File: config.mk
export PLATFORM = sky130hd
export DESIGN_NAME = textured_pixel_modulate_blend_unit
export DESIGN_NICKNAME = d
export VERILOG_FILES = /design/src/hw/rtl/tpmb_pkg.sv /design/src/hw/rtl/tpmb_mix.sv /design/src/hw/rtl/textured_pixel_modulate_blend_unit.sv
export SDC_FILE = /design/constraint.sdc
export NUM_CORES = 2
export LEC_CHECK = 0
export ABC_AREA = 0
export BUFFER_PORTS_ARGS = -buffer_cell sky130_fd_sc_hd__buf_4
export CELL_PAD_IN_SITES_DETAIL_PLACEMENT = 1
export CELL_PAD_IN_SITES_GLOBAL_PLACEMENT = 1
export CORE_MARGIN = 1
export CORE_UTILIZATION = 45
export CTS_CLUSTER_SIZE = 8
export DETAILED_ROUTE_END_ITERATION = 6
export GPL_TIMING_DRIVEN = 1
export PLACE_DENSITY_LB_ADDON = 0.1
export SLEW_MARGIN = 5
export SYNTH_ARGS = -nofsm -noshare
export SYNTH_HDL_FRONTEND = slang
export SYNTH_SLANG_ARGS = --single-unit
File: constraint.sdc
create_clock -name clk -period 5.91 [get_ports clk]
set_clock_uncertainty 0.2 [all_clocks]
set_input_delay 0.2955 -clock clk [delete_from_list [all_inputs] [get_ports clk]]
set_output_delay 0.2955 -clock clk [all_outputs]
set_load 0.05 [all_outputs]
File: src/hw/rtl/tpmb_pkg.sv
// Shared types, register indexes and arithmetic helpers for the pixel blend unit.
`timescale 1ns / 1ps
`default_nettype none
package tpmb_pkg;

  localparam int unsigned CfgIdxW = 3;
  localparam int unsigned PixW    = 32;

  typedef logic [CfgIdxW-1:0] cfg_idx_t;
  typedef logic [7:0]         chan_t;
  typedef logic [15:0]        prod_t;
  typedef logic [1:0]         lane_t;

  localparam cfg_idx_t CFG_CONST_COLOR  = 3'd0;
  localparam cfg_idx_t CFG_BLEND_ENABLE = 3'd1;
  localparam cfg_idx_t CFG_RED_LANE     = 3'd2;
  localparam cfg_idx_t CFG_GREEN_LANE   = 3'd3;
  localparam cfg_idx_t CFG_BLUE_LANE    = 3'd4;
  localparam cfg_idx_t CFG_ALPHA_LANE   = 3'd5;

  localparam chan_t CHAN_MAX   = 8'hff;
  localparam prod_t ROUND_HALF = 16'd127;

  // Exact floor(x / 255) for any x below 65280, which covers every product
  // and rounded blend sum that reaches it.
  function automatic chan_t div255(input prod_t x);
    logic [16:0] t;
    t = {1'b0, x} + {9'b0, x[15:8]} + 17'd1;
    return t[15:8];
  endfunction

  function automatic chan_t lane_byte(input logic [PixW-1:0] word, input lane_t lane);
    logic [PixW-1:0] sh;
    sh = word >> {lane, 3'b000};
    return sh[7:0];
  endfunction

  function automatic logic [PixW-1:0] lane_place(input chan_t v, input lane_t lane);
    return {24'b0, v} << {lane, 3'b000};
  endfunction

endpackage
`default_nettype wire

File: src/hw/rtl/tpmb_mix.sv
// One color channel of the source-over blend: product stage and rounding divide.
`timescale 1ns / 1ps
`default_nettype none
module tpmb_mix (
  input  wire logic           clk,
  input  wire logic           en,
  input  wire tpmb_pkg::chan_t src,
  input  wire tpmb_pkg::chan_t dst,
  input  wire tpmb_pkg::chan_t alpha,
  output tpmb_pkg::chan_t     src_q,
  output tpmb_pkg::chan_t     mixed
);
  import tpmb_pkg::*;

  chan_t src_r;
  prod_t sa_r;
  prod_t db_r;
  prod_t sum;

  always_ff @(posedge clk) begin
    if (en) begin
      src_r <= src;
      sa_r  <= prod_t'(src) * prod_t'(alpha);
      db_r  <= prod_t'(dst) * prod_t'(CHAN_MAX - alpha);
    end
  end

  assign sum   = sa_r + db_r + ROUND_HALF;
  assign mixed = div255(sum);
  assign src_q = src_r;

endmodule
`default_nettype wire

File: src/hw/rtl/textured_pixel_modulate_blend_unit.sv
// Top level of the textured pixel modulate and blend unit.
//
//   channel | ports         | tdata (low bit up)            | tuser
//   in      | in_t*         | texel[31:0], dest_pixel[63:32]| opcode
//   out     | out_t*        | pixel_out[31:0]               | write_enable
//   cfg     | cfg_*         | index in cfg_index, cfg_data  | -
//
// One transaction per cycle sustained while out_tready stays high; the four
// register stages (modulate multiply, divide and select, blend multiply,
// rounding divide and pack) lie between input acceptance and out_tvalid.
// Reset clears all stage valid bits and loads the register defaults.
// Each stage holds while its successor is full and stalled; bubbles collapse.
`timescale 1ns / 1ps
`default_nettype none
module textured_pixel_modulate_blend_unit (
  input  wire logic                     clk,
  input  wire logic                     rst_n,
  input  wire logic                     in_tvalid,
  output logic                          in_tready,
  input  wire logic [63:0]              in_tdata,   // texel, dest_pixel
  input  wire logic                     in_tuser,   // opcode
  output logic                          out_tvalid,
  input  wire logic                     out_tready,
  output logic [31:0]                   out_tdata,  // pixel_out
  output logic                          out_tuser,  // write_enable
  input  wire logic                     cfg_valid,
  output logic                          cfg_ready,
  input  wire tpmb_pkg::cfg_idx_t       cfg_index,
  input  wire logic [31:0]              cfg_data
);
  import tpmb_pkg::*;

  logic [PixW-1:0] const_color_r;
  logic            blend_en_r;
  lane_t           red_lane_r, green_lane_r, blue_lane_r, alpha_lane_r;

  logic v1_r, v2_r, v3_r, v4_r;
  logic en1, en2, en3, en4;

  logic            op1_r;
  logic [PixW-1:0] tex1_r, dest1_r;
  prod_t           pr1_r, pg1_r, pb1_r, pa1_r;

  chan_t           r2_r, g2_r, b2_r, a2_r;
  logic [PixW-1:0] dest2_r;
  chan_t           r2_nxt, g2_nxt, b2_nxt, a2_nxt;

  chan_t           a3_r;
  logic [PixW-1:0] dest3_r;
  chan_t           sr3, sg3, sb3, mr3, mg3, mb3;

  logic [PixW-1:0] pix4_r, pix4_nxt;
  logic            we4_r;

  chan_t           kr, kg, kb, ka;

  assign cfg_ready = 1'b1;

  always_ff @(posedge clk) begin
    if (!rst_n) begin
      const_color_r <= 32'hffff_ffff;
      blend_en_r    <= 1'b0;
      red_lane_r    <= 2'd0;
      green_lane_r  <= 2'd1;
      blue_lane_r   <= 2'd2;
      alpha_lane_r  <= 2'd3;
    end else if (cfg_valid) begin
      unique case (cfg_index)
        CFG_CONST_COLOR:  const_color_r <= cfg_data;
        CFG_BLEND_ENABLE: blend_en_r    <= cfg_data[0];
        CFG_RED_LANE:     red_lane_r    <= cfg_data[1:0];
        CFG_GREEN_LANE:   green_lane_r  <= cfg_data[1:0];
        CFG_BLUE_LANE:    blue_lane_r   <= cfg_data[1:0];
        CFG_ALPHA_LANE:   alpha_lane_r  <= cfg_data[1:0];
        default: ;
      endcase
    end
  end

  assign kr = const_color_r[7:0];
  assign kg = const_color_r[15:8];
  assign kb = const_color_r[23:16];
  assign ka = const_color_r[31:24];

  assign en4 = !v4_r || out_tready;
  assign en3 = !v3_r || en4;
  assign en2 = !v2_r || en3;
  assign en1 = !v1_r || en2;
  assign in_tready = en1;

  always_ff @(posedge clk) begin
    if (!rst_n) begin
      v1_r <= 1'b0;
      v2_r <= 1'b0;
      v3_r <= 1'b0;
      v4_r <= 1'b0;
    end else begin
      if (en1) v1_r <= in_tvalid;
      if (en2) v2_r <= v1_r;
      if (en3) v3_r <= v2_r;
      if (en4) v4_r <= v3_r;
    end
  end

  always_ff @(posedge clk) begin
    if (en1) begin
      op1_r   <= in_tuser;
      tex1_r  <= in_tdata[31:0];
      dest1_r <= in_tdata[63:32];
      pr1_r   <= prod_t'(in_tdata[7:0])   * prod_t'(kr);
      pg1_r   <= prod_t'(in_tdata[15:8])  * prod_t'(kg);
      pb1_r   <= prod_t'(in_tdata[23:16]) * prod_t'(kb);
      pa1_r   <= prod_t'(in_tdata[31:24]) * prod_t'(ka);
    end
  end

  always_comb begin
    priority if (!op1_r) begin
      r2_nxt = kr;
      g2_nxt = kg;
      b2_nxt = kb;
      a2_nxt = ka;
    end else if (&const_color_r) begin
      r2_nxt = tex1_r[7:0];
      g2_nxt = tex1_r[15:8];
      b2_nxt = tex1_r[23:16];
      a2_nxt = tex1_r[31:24];
    end else begin
      r2_nxt = div255(pr1_r);
      g2_nxt = div255(pg1_r);
      b2_nxt = div255(pb1_r);
      a2_nxt = div255(pa1_r);
    end
  end

  always_ff @(posedge clk) begin
    if (en2) begin
      r2_r    <= r2_nxt;
      g2_r    <= g2_nxt;
      b2_r    <= b2_nxt;
      a2_r    <= a2_nxt;
      dest2_r <= dest1_r;
    end
  end

  always_ff @(posedge clk) begin
    if (en3) begin
      a3_r    <= a2_r;
      dest3_r <= dest2_r;
    end
  end

  tpmb_mix u_mix_r (
    .clk(clk), .en(en3), .src(r2_r), .dst(lane_byte(dest2_r, red_lane_r)),
    .alpha(a2_r), .src_q(sr3), .mixed(mr3)
  );

  tpmb_mix u_mix_g (
    .clk(clk), .en(en3), .src(g2_r), .dst(lane_byte(dest2_r, green_lane_r)),
    .alpha(a2_r), .src_q(sg3), .mixed(mg3)
  );

  tpmb_mix u_mix_b (
    .clk(clk), .en(en3), .src(b2_r), .dst(lane_byte(dest2_r, blue_lane_r)),
    .alpha(a2_r), .src_q(sb3), .mixed(mb3)
  );

  always_comb begin
    priority if (a3_r == 8'd0) begin
      pix4_nxt = dest3_r;
    end else if (!blend_en_r || a3_r == CHAN_MAX) begin
      pix4_nxt = lane_place(sr3, red_lane_r) | lane_place(sg3, green_lane_r)
               | lane_place(sb3, blue_lane_r) | lane_place(CHAN_MAX, alpha_lane_r);
    end else begin
      pix4_nxt = lane_place(mr3, red_lane_r) | lane_place(mg3, green_lane_r)
               | lane_place(mb3, blue_lane_r) | lane_place(CHAN_MAX, alpha_lane_r);
    end
  end

  always_ff @(posedge clk) begin
    if (en4) begin
      pix4_r <= pix4_nxt;
      we4_r  <= (a3_r != 8'd0);
    end
  end

  assign out_tvalid = v4_r;
  assign out_tdata  = pix4_r;
  assign out_tuser  = we4_r;

`ifndef ASSERT_OFF
  a_reset_empty: assert property (@(posedge clk)
    !rst_n |=> !v1_r && !v2_r && !v3_r && !v4_r)
    else $error("pipeline valid bits not cleared by reset");

  a_alpha_lane: assert property (@(posedge clk) disable iff (!rst_n)
    out_tvalid && out_tuser |-> lane_byte(out_tdata, alpha_lane_r) == CHAN_MAX)
    else $error("written pixel lacks opaque alpha lane");

  a_empty_ready: assert property (@(posedge clk) disable iff (!rst_n)
    !v1_r && !v2_r && !v3_r && !v4_r |-> in_tready)
    else $error("empty pipeline refuses input");

  a_no_write_keeps_dest: assert property (@(posedge clk) disable iff (!rst_n)
    v3_r && en4 && a3_r == 8'd0 |=> v4_r && !out_tuser && out_tdata == $past(dest3_r))
    else $error("zero alpha transaction altered destination");
`endif

endmodule
`default_nettype wire
==> impl_metrics.tcl <==
set metrics [dict create \
    status "finished, final reports clean" \
    cts.path.max_buffers 3 \
    overflow 0 \
    cts_tree "yes" \
    syn_inst 4272 \
    first_global_vias 34900 \
    grt_pass1_wl_um 203000 \
    layout_commonest_cell "inv_1" \
    synth_top_area_share_pct 27.6 \
    drive_gt1_share_pct 9.34 \
    yosys.cell_types.count 87 \
    synth_fp_nets 5226 \
    grt_usage_pct 28.1 \
    finish.net_count 5536 \
    hold_viol_final 0 \
    drt_iter0_drc 1936 \
    area_delta_synth_final_pct 15.3 \
    cts_made_buffers 67 \
    crit_path_start_kind "flop" \
    clkSinkCount 431 \
    tightest_slew_ns 1.17 \
    path_max_fanout 7 \
    yosys_warnings 0 \
    rows 111 \
    max-slew-margin-rel_pct 22.0 \
    htree_num_levels 3 \
    wire_per_inst_um 22.2 \
    drc 0 \
    antenna_found_initial 16 \
    core_um2 91900 \
    root_buffer "clkbuf_16" \
    ioPinCount 141 \
    io_buffers 139 \
    async_flop_share_pct 0 \
    ys_seq_elements 431 \
    ant_nets 0 \
    syn-cell-area_um2 41900 \
    start_util_pct 45.6 \
    clkLatencyLatePin_ns 0.63 \
    finalMaxSlewViolations 0 \
    syn_area_per_cell_um2 9.82 \
    ys.flop_type "edfxtp_1" \
    gp_congestion 0.921 \
    synth_area_leaders "edfxtp_1 28%, fa_1 17%, ha_1 15%" \
    dp_hpwl_um 98600 \
    fmaxAchievable_mhz 177 \
    grt_max_degree 69 \
    clkSlewWorstSetupHoldPaths_ns 0.05 \
    finalCritPeriodShare_pct 95.6 \
    num_vias 32300 \
    fin_crit_ns 5.65 \
    endpoint_kind "flop" \
    layout_common_cells "660 x inv_1, 486 x ha_1, 419 x nand2_1, 386 x edfxtp_1, 363 x fa_1" \
    worst_hold_path_type "primary input to flop" \
    final_cells 5877 \
    cp.arrival_ns 5.80 \
    n_fill_cell 10300 \
    tns_ns 0 \
    setup_violations 0 \
    drt-total-wl_um 130000 \
    first_pass_iters 5 \
    dieWidth_um 307 \
    rsz0062_at_grt "no" \
    dp_cells 5613 \
    cp.required_ns 6.06 \
    finish.utilization_pct 52.6 \
    die-area_um2 94400 \
    crit_type "flop to flop" \
    fp.dieH_um 307 \
    synth_top_area_cell "edfxtp_1" \
    synth_edf_count 386 \
    drv_cap 0 \
    ys_seq_area_share_pct 29.8 \
    via_per_inst 5.49 \
]
==> final timing paths <==
kind / from / endpoint / slack [ns] / cells past startpoint
worst min register to register: dest1_r[22] / dest2_r[22] / 0.22 / 0
worst min-delay path: in_tdata[58] / dest1_r[26] / 0.20 / 2
worst max register to register: u_mix_b.db_r[1] / out_tdata[26] / 0.26 / 20
worst max-delay path: u_mix_b.db_r[1] / out_tdata[26] / 0.26 / 20
==> worst max-delay path: stages, from the launching register on <==
cell and delay [ns]:
edfxtp_1 0.33, inv_1 0.05, ha_1 0.28, inv_1 0.04
ha_1 0.22, fa_1 0.46, a21o_1 0.23, a221o_1 0.35
a2111oi_1 0.38, nor3_1 0.17, a21o_1 0.20, a21oi_1 0.16
xor2_1 0.31, ha_1 0.19, and4_1 0.23, a31oi_1 0.10
o22a_2 0.35, nand2b_1 0.19, xnor2_1 0.38, a21oi_1 0.14
a31oi_1 0.43
==> through the flow <==
| step | hold WS, ns | instance area [um2] | worst slack, ns |
|---|---|---|---|
| floorplan | 0.194 | 41900 | 0.166 |
| global placement | 0.202 | 44800 | 0.0851 |
| detailed placement | 0.207 | 44800 | 0.0437 |
| CTS | 0.165 | 48200 | 0.0159 |
| global route | 0.184 | 48300 | 0.0144 |
| finish | 0.197 | 48300 | 0.260 |
==> cell usage after synthesis (all sizes together), types with 7 or more instances <==
| cell type | instances |
|---|---|
| or3 | 20 |
| o22ai | 39 |
| nand2b | 106 |
| buf | 15 |
| a22oi | 31 |
| o221ai | 10 |
| a211oi | 11 |
| and4 | 7 |
| o21a | 44 |
| and2 | 265 |
| o211a | 8 |
| nand3 | 64 |
| o41ai | 7 |
| nand2 | 421 |
| and3 | 17 |
| a21oi | 107 |
| a21o | 28 |
| fa | 363 |
| mux2i | 27 |
| or2 | 37 |
| a31oi | 34 |
| a221oi | 8 |
| o21ai | 161 |
| nor2 | 233 |
| xor2 | 24 |
| ha | 486 |
| dfxtp | 45 |
| nor2b | 68 |
| o31ai | 10 |
| a21boi | 43 |
| a211o | 10 |
| xnor2 | 147 |
| o211ai | 22 |
| nor3 | 45 |
| clkbuf | 127 |
| inv | 661 |
| edfxtp | 386 |
| nor4 | 14 |
| o2111ai | 9 |
| nand4 | 16 |
| mux2 | 27 |
| mux4 | 9 |
==> sequential cells by signal (all words and copies together) (netlist names), 32 cells and up <==
name           count
const_color_r     32
dest1_r           32
dest2_r           32
dest3_r           32
out_tdata         32
tex1_r            32
==> final cells by class <==
class                      count  area [um2]  area share (%)
timing repair buffer         383        3320            6.88
inverter                     661        2480            5.13
clock buffer                 104        1890            3.91
antenna                        7        17.5          0.0362
multi-input combinational   3038       26500            54.8
sequential                   431       12500            25.9
clock inverter                10        82.6           0.171
tap                         1243        1560            3.22
==> layer usage <==
layer / GRT usage (%) / vias up / share of wire [%]
met2: 48.2 / 780 / 49
met1: 36.6 / 16400 / 44
met4: 8.86 / 18 / 3.0
met5: 0 / - / 0.084
met3: 3.79 / 217 / 4.8
li1: - / 14900 / -
==> what timing repair did <==
action                                 4_1_cts  5_1_grt
endpoints found under the hold margin      118        0
setup endpoints to repair                    0       28
hold buffers                               143        0
resized for setup                            0       25
setup buffers                                0        0
==> logic make-up (layout without fill, tap and decap cells) <==
logic type,count (synthesis),after routing,synth area share [%]
flip-flops,431,431,29.8
adder cells (fa/ha/maj),852,852,31.9
multiplexers,63,63,1.85
AO/OA/AOI/OAI,622,622,9.81
AND/OR/NAND/NOR,1327,1327,15.7
other,1,8,0.00894
buffers and inverters,803,1158,7.22
XOR/XNOR,173,173,3.68
Power is not shown: default switching activity piles up to over one toggle a cycle in this logic, so the estimate is an artifact.
